==> config.mk <==
export PLATFORM = sky130hd
export DESIGN_NAME = tpds_divider
export DESIGN_NICKNAME = d
export VERILOG_FILES = /design/src/rtl/tpds_divider.sv
export SDC_FILE = /design/constraint.sdc
export NUM_CORES = 2
export LEC_CHECK = 0
export ABC_AREA = 0
export BUFFER_PORTS_ARGS = -buffer_cell sky130_fd_sc_hd__buf_2
export CAP_MARGIN = 10
export CELL_PAD_IN_SITES_DETAIL_PLACEMENT = 0
export CELL_PAD_IN_SITES_GLOBAL_PLACEMENT = 2
export CORE_MARGIN = 2
export CORE_UTILIZATION = 49
export CTS_BUF_LIST = sky130_fd_sc_hd__clkbuf_4
export DETAILED_ROUTE_END_ITERATION = 8
export PLACE_DENSITY = 0.93
export SYNTH_ARGS = -nofsm -noshare
export SYNTH_HDL_FRONTEND = slang
export SYNTH_SLANG_ARGS = --single-unit
==> constraint.sdc <==
create_clock -name clk -period 6.1 [get_ports clk]
set_input_delay 1.22 -clock clk [delete_from_list [all_inputs] [get_ports clk]]
set_output_delay 1.22 -clock clk [all_outputs]
set_load 0.01 [all_outputs]
==> src/rtl/tpds_divider.sv <==
`default_nettype none

module tpds_divider #(
  parameter int NUM_W = 54,
  parameter int DEN_W = 28,
  parameter int QUO_W = 24
) (
  input  wire logic             clk,
  input  wire logic             en,
  input  wire logic [NUM_W-1:0] num,
  input  wire logic [DEN_W-1:0] den,
  output logic      [QUO_W-1:0] quo
);

  // restoring division, one quotient bit per stage, quotient must fit QUO_W
  localparam int TW = ((NUM_W > DEN_W + QUO_W) ? NUM_W : DEN_W + QUO_W) + 1;

  logic [NUM_W-1:0] rem_r [QUO_W];
  logic [DEN_W-1:0] den_r [QUO_W];
  logic [QUO_W-1:0] quo_r [QUO_W];

  for (genvar s = 0; s < QUO_W; s++) begin : g_step
    logic [NUM_W-1:0] rem_in;
    logic [DEN_W-1:0] den_in;
    logic [QUO_W-1:0] quo_in;
    logic [TW-1:0]    trial;

    if (s == 0) begin : g_first
      assign rem_in = num;
      assign den_in = den;
      assign quo_in = '0;
    end else begin : g_rest
      assign rem_in = rem_r[s-1];
      assign den_in = den_r[s-1];
      assign quo_in = quo_r[s-1];
    end

    assign trial = TW'(rem_in) - (TW'(den_in) << (QUO_W - 1 - s));

    always_ff @(posedge clk) begin
      if (en) begin
        den_r[s] <= den_in;
        if (!trial[TW-1]) begin
          rem_r[s] <= trial[NUM_W-1:0];
          quo_r[s] <= quo_in | (QUO_W'(1) << (QUO_W - 1 - s));
        end else begin
          rem_r[s] <= rem_in;
          quo_r[s] <= quo_in;
        end
      end
    end
  end

  assign quo = quo_r[QUO_W-1];

endmodule

`default_nettype wire
==> impl_summary.txt <==
----------------------------------------------------
[Timing]
  Post-Route Skew ... 0.1028 ns
  Remaining max-slew budget at the tightest pin ... 20.67%
  Fmax achieved ... 0.2022 GHz
  Time the final worst path needs with I/O delays and setup ... 4.946 ns
  Hold Violations, Final ... 0
  Final total negative setup slack ... 0 ns
  Worst Hold Margin ... 0.1808 ns
  Final setup margin ... 1.154 ns
  Actual transition at the worst max-transition pin ... 1.180 ns
  Final setup viols ... 0
  Unrepaired setup endpoints after global routing ... no
  Number of max-slew violations in the final report ... 0
  Final period util ... 81.08%

[Logic synthesis]
  Synth Flop Type ... sky130_fd_sc_hd__edfxtp_1
  Largest area contributor in the synthesized netlist ... sky130_fd_sc_hd__edfxtp_1
  Seq cells post-synth ... 2186
  Count of different cell masters after synthesis ... 88
  Top cells by count, synth ... 2186 x sky130_fd_sc_hd__edfxtp_1, 929 x sky130_fd_sc_hd__nand2_1, 872 x sky130_fd_sc_hd__inv_1
  EDFF count, synth ... about 2.2k
  Gate Count Post-Synth ... 9803
  Cell area after synthesis ... ~0.11 mm²
  Sequential cell area fraction in the yosys report ... between 50% and 60%
  Most repeated cell in the gate-level netlist after synthesis ... sky130_fd_sc_hd__edfxtp_1
  Post-synthesis average cell area ... 11.56 µm²
  Proportion of register bits with asynchronous set or reset after synthesis ... 0%
  Portion of synthesized cell area occupied by the leading cell type ... about 58%
  Cells taking the most area after synthesis ... sky130_fd_sc_hd__edfxtp_1 58%, sky130_fd_sc_hd__ha_1 7.4%, sky130_fd_sc_hd__o21ai_0 3.5%
  Total of warnings raised by yosys ... 0
  Number of nets produced by synthesis ... 10.58k

[GRT]
  Largest net degree at the start of global routing ... 186
  Vias in the first global route ... slightly below 80k
  Global-route wire length before repair ... 376900 µm
  Grt ovf ... 0
  Number of antenna violations at the first check in global routing ... 5
  Overall Global Routing Usage ... between 10% and 20%

[Clocking]
  Clock-pin transition on the worst setup and hold timing paths ... ~0.070 ns
  Maximum level of the CTS H-tree ... 6
  Root buffer cell ... sky130_fd_sc_hd__clkbuf_4
  Clock Sink Count ... 2186
  Clock latency of the later-clocked register in the worst-skew pair ... 1.33 ns
  Setup Buffers After CTS ... 0
  Clock tree from TritonCTS ... built
  Number of buffers between clock root and the deepest sink ... 4
  Number of CTS-inserted buffers ... between 500 and 600

[Cells and area]
  Filler cell count ... 19.29k
  Share of layout cells above drive strength 1 ... 11.36%
  Net total in the final layout ... around 11k
  Synthesis-to-finish area growth ... 10.89%

[Die]
  Core footprint ... 0.2301 mm²
  Height of the die ... 485.0 µm
  Starting density of the core ... about half
  Cell Rows ... between 150 and 200
  Die W ... 485.0 µm
  DIE AREA ... 0.2352 mm²
  Ports placed on the boundary ... 108

[Critical path]
  Worst-path maximum fanout ... 5
  Reg-to-reg critical path startpoint ... rem_r[5][12]
  Arrival time worst endpoint ... 6.02 ns
  Reg2reg path depth ... 15
  Reg2reg end ... rem_r[5][106]
  Kind of end point of the critical path ... register
  Last element of the critical path ... rem_r[5][106]
  Worst-case register-to-register setup slack ... about 1.2 ns
  Setup CP Type ... reg2reg
  Required time of the critical path ... 7.17 ns
  Type of element launching the critical path ... register
  Worst Setup SP ... rem_r[5][12]

[Pwr]
  Cell area power density ... 444.8 mW/mm²
  Clock Power Share ... 23.0%
  Switching component of the power ... 19440 µW
  Sequential power share ... 40.8%
  Combinational share of power ... 36.2%
  Overall power of the completed layout ... 55910 µW
  Share of total power consumed by net switching ... approximately a third
  Cell internal pwr ... 36480 µW
  VDD IR-drop max ... 0.1783 mV
  Leakage Power ... 0.04921 µW

[Flow run]
  Max-capacitance violation count ... 0

[Detailed routing]
  Number of violations reported at the end of detailed-routing iteration 0 ... 3368
  Detailed-route via count ... 74.62k
  Vias per cell ... 5.388
  Wirelength, routed ... about 230000 µm
  Count of unresolved DRC violations after routing ... 0
  Pre-antenna DRT Iters ... 6
  Final routed wire length divided by cell count ... around 17 µm
  Residual antenna-violating net count after detailed routing ... 0

[Min path]
  Worst hold path type ... in2reg

[Place]
  Estimated wirelength of the detail-placed design ... 170800 µm
  Count of buffers inserted at the top-level ports ... 107
  Post-Place Setup Slack ... 0.3573 ns
  Weighted congestion reported at the end of routability-driven placement ... 0.8950

[Outcome]
  Result of the run ... completed

----------------------------------------------------
[metal layers]
metal	share of wire [%]	routed length, µm	track usage, %
met1	33	77750	16.93
met2	57	133600	40.39
met3	3.4	7835	3.304
met4	5.7	13270	12.33
met5	0.0056	13	0
[cells in the final DEF (no fill, tap or decap), types with 37 or more instances in the layout]
| cell type | instances |
|---|---|
| sky130_fd_sc_hd__a211oi_1 | 49 |
| sky130_fd_sc_hd__a21o_1 | 302 |
| sky130_fd_sc_hd__a21oi_1 | 632 |
| sky130_fd_sc_hd__a31oi_1 | 57 |
| sky130_fd_sc_hd__and2_1 | 37 |
| sky130_fd_sc_hd__and3_1 | 64 |
| sky130_fd_sc_hd__buf_2 | 106 |
| sky130_fd_sc_hd__buf_4 | 70 |
| sky130_fd_sc_hd__clkbuf_4 | 832 |
| sky130_fd_sc_hd__clkinv_1 | 106 |
| sky130_fd_sc_hd__dlygate4sd3_1 | 58 |
| sky130_fd_sc_hd__edfxtp_1 | 2186 |
| sky130_fd_sc_hd__ha_1 | 671 |
| sky130_fd_sc_hd__inv_1 | 872 |
| sky130_fd_sc_hd__mux2_2 | 65 |
| sky130_fd_sc_hd__nand2_1 | 929 |
| sky130_fd_sc_hd__nand2b_1 | 110 |
| sky130_fd_sc_hd__nand3_1 | 153 |
| sky130_fd_sc_hd__nand4_1 | 82 |
| sky130_fd_sc_hd__nor2_1 | 568 |
| sky130_fd_sc_hd__nor2b_1 | 106 |
| sky130_fd_sc_hd__nor3_1 | 152 |
| sky130_fd_sc_hd__nor4_1 | 92 |
| sky130_fd_sc_hd__o21a_1 | 98 |
| sky130_fd_sc_hd__o21ai_0 | 783 |
| sky130_fd_sc_hd__o21bai_1 | 79 |
| sky130_fd_sc_hd__o31ai_1 | 65 |
| sky130_fd_sc_hd__or3_1 | 69 |
| sky130_fd_sc_hd__or4_1 | 38 |
| sky130_fd_sc_hd__xnor2_1 | 427 |
| sky130_fd_sc_hd__xor2_1 | 419 |
[power groups by stage]
stage          sequential [µW]  combinational (µW)  clock, µW
2_1_floorplan            22400               15500          0
3_3_place_gp             23000               19800          0
3_5_place_dp             23100               20100          0
4_1_cts                  22800               20200      13400
5_1_grt                  23200               22700      14100
6_report                 22800               20300      12800
[state kept, by name (all words and copies together) (netlist names)]
signal	cells
den_r	644
quo_r	300
rem_r	1242
[timing repair]
| action | CTS | global route |
|---|---|---|
| hold buffers | 58 | 0 |
| gates resized for setup | 0 | 0 |
| endpoints found under the setup margin | 0 | 0 |
| hold endpoints to repair | 58 | 0 |
[cell families (layout without fill, tap and decap cells)]
family / Yosys count / in the layout / synth area share, %
AOI/OAI and AO/OA: 2360 / 2360 / 12.76
xor gates and xnor gates: 846 / 846 / 6.536
adders and majority gates: 694 / 694 / 7.812
buffers and inverters: 1112 / 2115 / 3.695
DFF: 2186 / 2186 / 57.90
muxes: 67 / 67 / 0.6633
other: 0 / 16 / 0
and+or+nand+nor: 2538 / 2538 / 10.63
[through the flow]
step / area [µm²] / cells / utilization, %
floorplan: 113400 / 9803 / -
CTS: 125700 / 13830 / 54.61
global placement: 117700 / 12780 / 51.15
global route: 125700 / 13850 / 54.63
finish: 125700 / 13850 / 54.63
detailed placement: 117700 / 12780 / 51.15
[worst min path at each step]
stage	startpoint	endpoint	slack, ns	cells after the start
6_report	num[30]	rem_r[0][30]	0.18	3
2_1_floorplan	quo_r[0][23]	quo_r[0][47]	0.40	0
3_5_place_dp	quo_r[0][70]	quo_r[0][94]	0.40	0
5_1_grt	num[38]	rem_r[0][38]	0.04	3
3_3_place_gp	rem_r[8][3]	rem_r[8][57]	0.40	0
4_1_cts	num[42]	rem_r[0][42]	0.007	3
[layout make-up]
class / count / area [µm²] / area share [%]
Sequential cell: 2186 / 65640 / 52.22
Multi-Input combinational cell: 6505 / 43680 / 34.75
Clock buffer: 832 / 6246 / 4.968
Tap cell: 3026 / 3786 / 3.012
Inverter: 874 / 3281 / 2.610
Timing Repair Buffer: 248 / 1902 / 1.513
Clock inverter: 161 / 1134 / 0.9017
Antenna cell: 16 / 40.04 / 0.03185
[critical path: stages, from the launching register on]
cell and delay (ns):
sky130_fd_sc_hd__edfxtp_1 0.38, sky130_fd_sc_hd__inv_1 0.07, sky130_fd_sc_hd__ha_1 0.17, sky130_fd_sc_hd__inv_1 0.06, sky130_fd_sc_hd__fa_1 0.39, sky130_fd_sc_hd__a21oi_1 0.23, sky130_fd_sc_hd__o21bai_1 0.14, sky130_fd_sc_hd__a2111oi_0 0.72
sky130_fd_sc_hd__o31ai_1 0.29, sky130_fd_sc_hd__nand2_1 0.21, sky130_fd_sc_hd__o21ai_0 0.26, sky130_fd_sc_hd__o41ai_1 0.68, sky130_fd_sc_hd__or2_2 0.29, sky130_fd_sc_hd__o211ai_1 0.26, sky130_fd_sc_hd__or3_1 0.41, sky130_fd_sc_hd__xnor2_1 0.13
No activity file was read; power rests on OpenSTA's default activity.
